**src/rtl/cpt_pkg.sv**
```systemverilog
// Shared types and constants for the copy propagation table.
// Holds the channel words, the lane command, query and status records.
// No dependencies.
package cpt_pkg;

   // Register index width as carried by the instruction words.
   localparam int REG_W = 8;

   // Table entries beyond this count can never be addressed by a field.
   localparam int MAX_LANES = 1 << REG_W;

   // Instruction part kinds.
   localparam logic KIND_OP   = 1'b0;
   localparam logic KIND_MOVE = 1'b1;

   typedef logic [REG_W-1:0] reg_idx_type;

   // One incoming instruction part.
   typedef struct packed {
      logic        kind;
      logic        block_start;
      logic [1:0]  src_count;
      reg_idx_type src_a;
      reg_idx_type src_b;
      reg_idx_type src_c;
      logic        has_dst;
      reg_idx_type dst_reg;
      logic        last_part;
   } req_word_type;

   // One rewritten instruction part.
   typedef struct packed {
      reg_idx_type res_a;
      reg_idx_type res_b;
      reg_idx_type res_c;
      logic        drop;
   } rsp_word_type;

   // Lookup request broadcast to every lane.
   typedef struct packed {
      logic        flush;
      reg_idx_type src_a;
      reg_idx_type src_b;
      reg_idx_type src_c;
   } lane_query_type;

   // Table update broadcast to every lane, only asserted on an accepted word.
   typedef struct packed {
      logic        clear;
      logic        kill_en;
      reg_idx_type kill_reg;
      logic        write_en;
      reg_idx_type write_reg;
      reg_idx_type write_origin;
   } lane_cmd_type;

   // What one lane reports back for the current lookup.
   typedef struct packed {
      logic        hit_a;
      logic        hit_b;
      logic        hit_c;
      reg_idx_type origin;
   } lane_status_type;

endpackage

```
**src/rtl/cpt_lane.sv**
```systemverilog
// One entry of the copy table: valid bit, origin register and match logic.
// Depends on cpt_pkg for the query, command and status records.
module cpt_lane #(
   parameter int LANE_IDX = 0
) (
   input  logic                      clock,
   input  logic                      reset,
   input  cpt_pkg::lane_query_type   query,
   input  cpt_pkg::lane_cmd_type     cmd,
   output cpt_pkg::lane_status_type  status
);
   import cpt_pkg::*;

   localparam reg_idx_type IDX = LANE_IDX[REG_W-1:0];

   logic        valid_ff;
   logic        valid_in;
   reg_idx_type origin_ff;
   reg_idx_type origin_in;
   logic        live;
   logic        killed;

   // A block start empties the table before the lookup sees it.
   assign live = valid_ff && !query.flush;

   always_comb begin
      status.hit_a  = live && (query.src_a == IDX);
      status.hit_b  = live && (query.src_b == IDX);
      status.hit_c  = live && (query.src_c == IDX);
      status.origin = origin_ff;
   end

   // Writing a register removes its own entry and every entry copying it.
   assign killed = cmd.kill_en && ((origin_ff == cmd.kill_reg) || (IDX == cmd.kill_reg));

   always_comb begin
      valid_in  = valid_ff;
      origin_in = origin_ff;
      if (cmd.clear) begin
         valid_in = 1'b0;
      end
      if (killed) begin
         valid_in = 1'b0;
      end
      if (cmd.write_en && (cmd.write_reg == IDX)) begin
         valid_in  = 1'b1;
         origin_in = cmd.write_origin;
      end
   end

   always_ff @(posedge clock) begin
      if (reset) begin
         valid_ff <= 1'b0;
      end else begin
         valid_ff <= valid_in;
      end
      origin_ff <= origin_in;
   end

endmodule

```
**config.mk**
```make
export PLATFORM = sky130hd
export DESIGN_NAME = cpt_lane
export DESIGN_NICKNAME = d
export VERILOG_FILES = /design/src/rtl/cpt_pkg.sv /design/src/rtl/cpt_lane.sv
export SDC_FILE = /design/constraint.sdc
export NUM_CORES = 1
export LEC_CHECK = 0
export ABC_AREA = 1
export ABC_CLOCK_PERIOD_IN_PS = 900
export BUFFER_PORTS_ARGS = -buffer_cell sky130_fd_sc_hd__buf_2
export CAP_MARGIN = 30
export CORE_MARGIN = 2
export CORE_UTILIZATION = 28
export DETAILED_ROUTE_END_ITERATION = 8
export HOLD_SLACK_MARGIN = 0.12
export PLACE_DENSITY = 0.8
export SLEW_MARGIN = 20
export SYNTH_ARGS = -nofsm -noshare
export SYNTH_HDL_FRONTEND = slang
export SYNTH_SLANG_ARGS = --single-unit
```
**constraint.sdc**
```tcl
create_clock -name clock -period 0.9 [get_ports clock]
set_input_delay 0.09 -clock clock [delete_from_list [all_inputs] [get_ports clock]]
set_output_delay 0.09 -clock clock [all_outputs]
set_load 0.1 [all_outputs]
```
==> flow_metrics.env, run 1 <==
export IMPL_outcome="finished with violations"
export IMPL_failed_checks="negative setup slack"
export IMPL_top_layer_used="met4"
export IMPL_grt_setup_unrepaired="yes"
export IMPL_maxSlewViolCount=0
export IMPL_drive_above_1_share_pct=57.14
export IMPL_fin_tns_setup_ns=-3.382
export IMPL_pre_cts_ws_ns=-0.3342
export IMPL_finalWeightedCongestion=0.7112
export IMPL_htree_levels=1
export IMPL_relSlewSlack_pct=82.39
export IMPL_ant_nets=0
export IMPL_switching_share_pct=21.88
export IMPL_wl_met2_mm=1.366
export IMPL_timing_final_crit_share_pct=162.3
export IMPL_setup_viol=12
export IMPL_worst_path_max_fanout=3
export IMPL_vdd_drop_max_v=0.0007927
export IMPL_hold_end="valid_ff"
export IMPL_rr_worst_depth=8
export IMPL_min_path_type="in2reg"
export IMPL_drcViolationCount=0
export IMPL_max_freq_mhz=684.7
export IMPL_via_per_inst=4.464
export IMPL_die_w_um=47.84
export IMPL_place_area_mm2=0.001152
export IMPL_cts_tree="done"
export IMPL_clk_pin_slew_ns=0.06
export IMPL_die_area_mm2=0.002288
export IMPL_period_minus_slack_ns=1.460
export IMPL_whs_path_depth=5
export IMPL_hold_violations=0
export IMPL_ys_warn_count=0
export IMPL_critPathCaptureType="output port"
export IMPL_grt_pass1_vias=767
export IMPL_first_pass_iters=4
export IMPL_grt_pass1_wl_mm=3.070
export IMPL_synth_area_um2=538.0
export IMPL_timing_rr_end="valid_ff"
export IMPL_min_from="cmd[9]"
export IMPL_hpwl_mm=1.773
export IMPL_grt_max_degree=10
export IMPL_grt_overflow=0
export IMPL_syn_inst=65
export IMPL_cts_buffers=3
export IMPL_yosysSeqAreaShare_pct=48.37
export IMPL_syn_nets=119
export IMPL_vias=799
export IMPL_root_buffer="clkbuf_4"
export IMPL_wl_met3_um=146
export IMPL_cp_data_arrival_time_ns=1.37
export IMPL_start_util_pct=30.50
export IMPL_grt_antenna_before_repair=0
export IMPL_clk_latency_ns=0.25
export IMPL_nNetsFinal=209
export IMPL_die_height_um=47.84
export IMPL_drv_cap=0
export IMPL_pin_count=65
export IMPL_r2r_start="origin_ff[3]"
export IMPL_tightest_slew_ns=0.2617
export IMPL_finalWorstSetupSlack_ns=-0.5605
export IMPL_p_per_area_mw_per_mm2=729.0
export IMPL_cts_path_max_buffers=2
export IMPL_crit_required_ns=0.81
export IMPL_num_antenna_cells=0
export IMPL_wl_mm=2.288
export IMPL_syn_to_final_growth_pct=149.3
export IMPL_start_kind="flop"
export IMPL_placementRows=15
export IMPL_p_leak_nw=0.6671
export IMPL_p_sw_uw=214.0
export IMPL_wl_per_cell_um=12.78
export IMPL_core_area_mm2=0.001764
export IMPL_syn_avg_cell_area_um2=8.277
export IMPL_total_power_uw=977.8
export IMPL_crit_type="reg2out"
export IMPL_drt_iter0_markers=11
export IMPL_power_frac_seq_pct=46.6
export IMPL_r2r_slack_ns=-0.35
export IMPL_final_area_mm2=0.001341
export IMPL_grtUsageTotal_pct=19.41
export IMPL_clock_skew_ns=0.0006856
export IMPL_port_buffers=64
export IMPL_p_int_uw=763.8
export IMPL_ys_ff_latch=9
export IMPL_ys_types=15
export IMPL_cts_sinks=9
export IMPL_combPwrFrac_pct=22.4
export IMPL_met1Wirelength_um=761
export IMPL_clkPwrFrac_pct=31.0
-- worst max-delay path by stage --
| stage | start | to |
|---|---|---|
| after floorplan | origin_ff[2] | valid_ff |
| after global routing | valid_ff | status[8] |
| after global placement | query[21] | status[10] |
| final | valid_ff | status[9] |
| after detailed placement | query[21] | status[10] |
| after CTS | valid_ff | status[8] |
-- synth_stat cells --
cell type   n  area [um2]
nand2_1    17       63.81
nor2_1     10       37.54
inv_1       9       33.78
edfxtp_1    8       240.2
xnor2_1     5       43.79
and3_1      3       18.77
nor3_1      3       15.01
nor4_1      3       18.77
a21oi_1     1       5.000
dfxtp_1     1       20.02
nand4_1     1       6.260
nor3_2      1       10.01
or2_1       1       6.260
or4_1       1       7.510
or4_4       1       11.26
-- logic make-up (layout without fill, tap and decap cells) --
kind of cell	Yosys count	count (layout)	synth area share, %
DFF	9	9	48.37
xor gates and xnor gates	5	5	8.139
and+or+nand+nor	41	41	36.28
buffers and inverters	9	98	6.279
AOI/OAI and AO/OA	1	1	0.9293
-- through the flow --
stage	hold slack (ns)	util, %	instances
CTS	0.3406	75.25	179
global placement	0.2462	65.32	163
floorplan	0.1591	-	65
global route	0.3662	76.03	179
detailed placement	0.2515	65.32	163
finish	0.3615	76.03	179
-- timing repair --
item                       4_1_cts  5_1_grt
hold endpoints to repair         9        0
hold buffers                    11        0
gates resized for setup         10        7
setup endpoints to repair       12       12
pin swaps                        3        3
setup buffers                    1        5
-- per-layer routing --
metal | track usage [%] | vias up
li1 | - | 391
met1 | 20.33 | 365
met2 | 37.07 | 41
met3 | 4.528 | 2
met4 | 7.027 | 0
met5 | 0 | -
-- cell usage in the layout (no fill, tap or decap), drive strengths merged --
cell / synthesis / layout
a21oi: 1 / 1
or4: 2 / 2
dlygate4sd3: 0 / 11
and3: 3 / 3
buf: 0 / 74
dfxtp: 1 / 1
nand4: 1 / 1
nor3: 4 / 4
or2: 1 / 1
nor4: 3 / 3
nor2: 10 / 10
clkbuf: 0 / 4
edfxtp: 8 / 8
inv: 9 / 9
xnor2: 5 / 5
nand2: 17 / 17
-- flip-flops by register name, indices dropped and copies added (netlist names) --
register / cells
valid_ff: 1
origin_ff: 8
-- final cells by class --
class,count,area [um2]
well taps,25,31.28
clock buffers,4,26.28
inverters,9,33.78
fillers,117,422.9
flip-flops and latches,9,261.5
repair buffers,85,700.7
multi-input cells,47,287.8
-- critical path, cell delays in order (launching register included) --
cell and delay [ns]:
dfxtp_2 0.33, inv_2 0.04, or2_4 0.26, nor3_2 0.11, and3_4 0.21, buf_12 0.17
-- power by group through the flow --
stage | clock network [mW] | logic (mW) | registers (mW)
2_1_floorplan | 0 | 0.0380 | 0.470
4_1_cts | 0.316 | 0.212 | 0.456
6_report | 0.303 | 0.219 | 0.456
5_1_grt | 0.344 | 0.238 | 0.455
3_5_place_dp | 0 | 0.174 | 0.464
3_3_place_gp | 0 | 0.165 | 0.464
(Power assumes the default switching activity.)
==> inputs of run 2 (changes only) <==
- SETUP_SLACK_MARGIN: default -> 0.2
==> run 2 against run 1 <==
  * The flow still finishes with violations (negative setup slack)
  * Die area unchanged
  * Design area grew 0.19%
  * Fmax decreased by 0.79%
  * Clock skew grew 0.0045 ns
  * Largest cell class unchanged
  * Highest routed layer unchanged
==> flow_metrics.env, run 2 (synthesized netlist as in run 1, its figures left out) <==
export IMPL_die_height_um=47.84
export IMPL_cts_path_max_buffers=2
export IMPL_drt_iter0_markers=8
export IMPL_grt_antenna_before_repair=0
export IMPL_finalWorstSetupSlack_ns=-0.5721
export IMPL_num_antenna_cells=0
export IMPL_first_pass_iters=5
export IMPL_p_per_area_mw_per_mm2=734.7
export IMPL_grtUsageMet1_pct=21.03
export IMPL_drcViolationCount=0
export IMPL_top_register="origin_ff"
export IMPL_grt_pass1_wl_mm=3.111
export IMPL_cts_sinks=9
export IMPL_syn_to_final_growth_pct=149.8
export IMPL_hold_ws_ns=0.004517
export IMPL_clock_skew_ns=0.005211
export IMPL_clk_pin_slew_ns=0.06
export IMPL_power_frac_seq_pct=46.2
export IMPL_cts_tree="done"
export IMPL_grt_util_met3_pct=3.396
export IMPL_via_per_inst=4.811
export IMPL_drive_above_1_share_pct=62.00
export IMPL_worst_path_max_fanout=3
export IMPL_hpwl_mm=1.773
export IMPL_root_buffer="clkbuf_4"
export IMPL_grt_met2_usage_pct=38.93
export IMPL_critPathCaptureType="output port"
export IMPL_vdd_drop_max_v=0.0007995
export IMPL_cp_data_arrival_time_ns=1.38
export IMPL_final_cell_mix="51 x buf_2, 17 x nand2_1, 12 x buf_6"
export IMPL_failed_checks="negative setup slack"
export IMPL_top_usage_layer="met2"
export IMPL_die_area_mm2=0.002288
export IMPL_core_area_mm2=0.001764
export IMPL_period_minus_slack_ns=1.472
export IMPL_grt_setup_unrepaired="yes"
export IMPL_setup_viol=12
export IMPL_timing_final_crit_share_pct=163.6
export IMPL_grt_max_degree=6
export IMPL_placementRows=15
export IMPL_clk_latency_ns=0.26
export IMPL_vias=842
export IMPL_wl_per_cell_um=14.22
export IMPL_maxSlewViolCount=0
export IMPL_max_freq_mhz=679.3
export IMPL_fin_cells=175
export IMPL_port_buffers=64
export IMPL_final_area_mm2=0.001344
export IMPL_combPwrFrac_pct=22.3
export IMPL_top_regs="origin_ff: 8 flops, valid_ff: 1 flops"
export IMPL_finalWeightedCongestion=0.7112
export IMPL_nNetsFinal=205
export IMPL_relSlewSlack_pct=75.90
export IMPL_clkPwrFrac_pct=31.6
export IMPL_htree_levels=1
export IMPL_grt_overflow=0
export IMPL_pre_cts_ws_ns=-0.3342
export IMPL_outcome="finished with violations"
export IMPL_pin_count=65
export IMPL_p_leak_nw=0.6643
export IMPL_crit_required_ns=0.81
export IMPL_nFillCells=121
export IMPL_place_area_mm2=0.001152
export IMPL_min_path_type="in2reg"
export IMPL_ant_nets=0
export IMPL_hold_violations=0
export IMPL_total_power_uw=987.3
export IMPL_start_util_pct=30.50
export IMPL_switching_share_pct=23.63
export IMPL_die_w_um=47.84
export IMPL_cts_buffers=3
export IMPL_p_int_uw=754.0
export IMPL_crit_type="reg2out"
export IMPL_drv_cap=0
export IMPL_layout_commonest_cell="buf_2"
export IMPL_p_sw_uw=233.3
export IMPL_grtUsageTotal_pct=20.11
export IMPL_tightest_slew_ns=0.3582
export IMPL_placed_cells=163
export IMPL_start_kind="flop"
export IMPL_grt_pass1_vias=756
export IMPL_wl_mm=2.489
export IMPL_largest_reg_flops=8
-- run 2: worst paths after layout --
kind,startpoint,endpoint,slack (ns),depth (start not counted)
hold reg to reg,valid_ff,valid_ff,0.74,6
hold / removal,cmd[5],origin_ff[5],0.005,1
setup / recovery,valid_ff,status[9],-0.57,5
setup reg to reg,origin_ff[3],valid_ff,-0.38,8
-- run 2: area by class of cell --
| cell class | instances | area [um2] | share of cell area (%) |
|---|---|---|---|
| clock buffer | 4 | 26.28 | 1.955 |
| inverter | 9 | 33.78 | 2.514 |
| multi-input combinational | 48 | 325.3 | 24.21 |
| sequential | 9 | 261.5 | 19.46 |
| tap | 25 | 31.28 | 2.328 |
| timing repair buffer | 80 | 665.6 | 49.53 |
-- run 2: metal layers --
layer / routed length, um / part of all wire, % / up-vias
li1: - / - / 385
met5: 0 / 0 / -
met4: 59 / 2.4 / 0
met1: 769 / 31 / 391
met3: 185 / 7.4 / 12
met2: 1475 / 59 / 54
-- run 2: critical path, cell delays in order (launching register included) --
cell and delay (ns):
dfxtp_2 0.33, inv_2 0.04, or2_4 0.26, nor3_2 0.11
and3_4 0.21, buf_12 0.17
-- run 2: through the flow --
step | util, % | setup TNS [ns]
2_1_floorplan | - | -2.917
3_3_place_gp | 65.32 | -2.249
3_5_place_dp | 65.32 | -2.711
4_1_cts | 71.99 | -3.365
5_1_grt | 76.17 | -4.130
6_report | 76.17 | -3.730
-- run 2: timing repair --
item	CTS	global route
hold buffers	1	3
gates resized for setup	16	5
hold endpoints to repair	9	9
gates cloned	1	0
endpoints found under the setup margin	20	20
pin swaps	5	4
setup buffers	1	2
-- run 2: power by group through the flow --
stage	logic [mW]	registers [mW]	clock network (mW)
after floorplan	0.0380	0.470	0
after global placement	0.165	0.464	0
after detailed placement	0.174	0.464	0
after CTS	0.193	0.456	0.316
after global routing	0.235	0.455	0.346
final	0.220	0.456	0.312
==> inputs of run 3 (changes only) <==
- REMOVE_ABC_BUFFERS: default -> 1
==> run 3 against run 2 <==
  * The run still ends with negative setup slack left
  * Count of clock-buffer cells in the layout unchanged
  * Die area is the same
  * Non-clock buffer count is 2 lower
  * Largest power group unchanged
  * Highest routed layer unchanged
==> flow_metrics.env, run 3 (synthesized netlist as in run 1, its figures left out) <==
export IMPL_outcome="finished with violations"
export IMPL_failed_checks="negative setup slack"
export IMPL_cts_sinks=9
export IMPL_grtUsageTotal_pct=17.09
export IMPL_die_w_um=47.84
export IMPL_num_antenna_cells=0
export IMPL_grt_pass1_vias=661
export IMPL_grt_pass1_wl_mm=2.615
export IMPL_clk_latency_ns=0.25
export IMPL_finalWeightedCongestion=0.8412
export IMPL_wl_mm=2.004
export IMPL_power_frac_seq_pct=48.3
export IMPL_die_area_mm2=0.002288
export IMPL_port_buffers=64
export IMPL_timing_final_crit_share_pct=161.4
export IMPL_cp_data_arrival_time_ns=1.36
export IMPL_top_usage_layer="met2"
export IMPL_drv_cap=0
export IMPL_crit_required_ns=0.81
export IMPL_worst_path_max_fanout=3
export IMPL_hpwl_mm=1.678
export IMPL_placementRows=15
export IMPL_grt_util_met3_pct=3.774
export IMPL_crit_type="reg2out"
export IMPL_finalWorstSetupSlack_ns=-0.5522
export IMPL_tightest_slew_ns=0.2540
export IMPL_cp_startpoint="valid_ff"
export IMPL_r2r_start="origin_ff[7]"
export IMPL_clk_pin_slew_ns=0.05
export IMPL_top_register="origin_ff"
export IMPL_layout_commonest_cell="buf_2"
export IMPL_via_per_inst=4.471
export IMPL_final_cell_mix="51 x buf_2, 17 x nand2_1, 12 x buf_12"
export IMPL_hold_violations=0
export IMPL_htree_levels=1
export IMPL_grt_antenna_before_repair=0
export IMPL_min_from="cmd[0]"
export IMPL_nNetsFinal=202
export IMPL_first_pass_iters=4
export IMPL_grt_overflow=0
export IMPL_drive_above_1_share_pct=60.54
export IMPL_core_area_mm2=0.001764
export IMPL_cts_path_max_buffers=2
export IMPL_fin_cells=172
export IMPL_critPathCaptureType="output port"
export IMPL_cts_buffers=3
export IMPL_vdd_drop_max_v=0.0007472
export IMPL_min_path_type="in2reg"
export IMPL_syn_to_final_growth_pct=141.6
export IMPL_clkPwrFrac_pct=31.2
export IMPL_wl_per_cell_um=11.65
export IMPL_p_sw_uw=200.0
export IMPL_drcViolationCount=0
export IMPL_cts_tree="done"
export IMPL_switching_share_pct=21.20
export IMPL_combPwrFrac_pct=20.5
export IMPL_grt_max_degree=10
export IMPL_top_regs="origin_ff: 8 flops, valid_ff: 1 flops"
export IMPL_placed_cells=164
export IMPL_grt_setup_unrepaired="yes"
export IMPL_clock_skew_ns=0.001147
export IMPL_grt_met2_usage_pct=30.40
export IMPL_ant_nets=0
export IMPL_drt_iter0_markers=14
export IMPL_p_leak_nw=0.6277
export IMPL_die_height_um=47.84
export IMPL_p_per_area_mw_per_mm2=725.7
export IMPL_pre_cts_ws_ns=-0.3615
export IMPL_period_minus_slack_ns=1.452
export IMPL_start_kind="flop"
export IMPL_p_int_uw=743.4
export IMPL_setup_viol=12
export IMPL_start_util_pct=30.50
export IMPL_vias=769
export IMPL_total_power_uw=943.4
export IMPL_relSlewSlack_pct=82.91
export IMPL_max_freq_mhz=688.6
export IMPL_root_buffer="clkbuf_4"
export IMPL_largest_reg_flops=8
export IMPL_pin_count=65
export IMPL_maxSlewViolCount=0
export IMPL_grtUsageMet1_pct=18.22
==> run 3: per-layer routing <==
metal  part of all wire, %  vias to the layer above
met1                    29                      336
met5                     0                        -
li1                      -                      379
met4                   2.3                        0
met2                    61                       48
met3                   7.1                        6
==> run 3: power groups by stage <==
stage               Clock, mW  Combinational, mW  Sequential (mW)
finish                  0.294              0.193            0.456
global placement            0              0.162            0.464
global route            0.340              0.209            0.455
detailed placement          0              0.172            0.464
floorplan                   0             0.0363            0.470
CTS                     0.319              0.183            0.456
==> run 3: stage by stage <==
step	hold WS [ns]	util (%)	setup TNS (ns)	instance area, um2
2_1_floorplan	0.1591	-	-4.764	538.0
3_3_place_gp	0.2441	64.75	-2.342	1142
3_5_place_dp	0.2490	64.75	-2.865	1142
4_1_cts	-0.01236	70.50	-3.438	1244
5_1_grt	-0.008184	73.69	-4.026	1300
6_report	0.007586	73.69	-3.384	1300
==> run 3: area by class of cell <==
type	count	area (um2)
multi-input combinational	47	280.3
tap	25	31.28
fill	134	464.2
clock buffer	4	26.28
sequential	9	260.3
inverter	9	33.78
timing repair buffer	78	668.1
==> run 3: worst max-delay path, cell delays in order, from the launching register on <==
cell	delay [ns]
dfxtp_1	0.30
inv_1	0.05
or2_4	0.25
nor3_2	0.13
and3_4	0.21
buf_12	0.17
==> run 3: final timing paths <==
check	slack [ns]	depth (start not counted)	end
max reg2reg	-0.35	10	valid_ff
min reg2reg	0.63	5	valid_ff
min	0.008	1	origin_ff[0]
max	-0.55	5	status[8]
==> run 3: timing repair <==
| action | CTS | global route |
|---|---|---|
| buffers inserted | 0 | 1 |
| hold endpoints to repair | 9 | 9 |
| resized for setup | 15 | 4 |
| hold buffers | 1 | 1 |
| gates cloned | 0 | 1 |
| pin swaps | 3 | 6 |
| endpoints found under the setup margin | 20 | 20 |
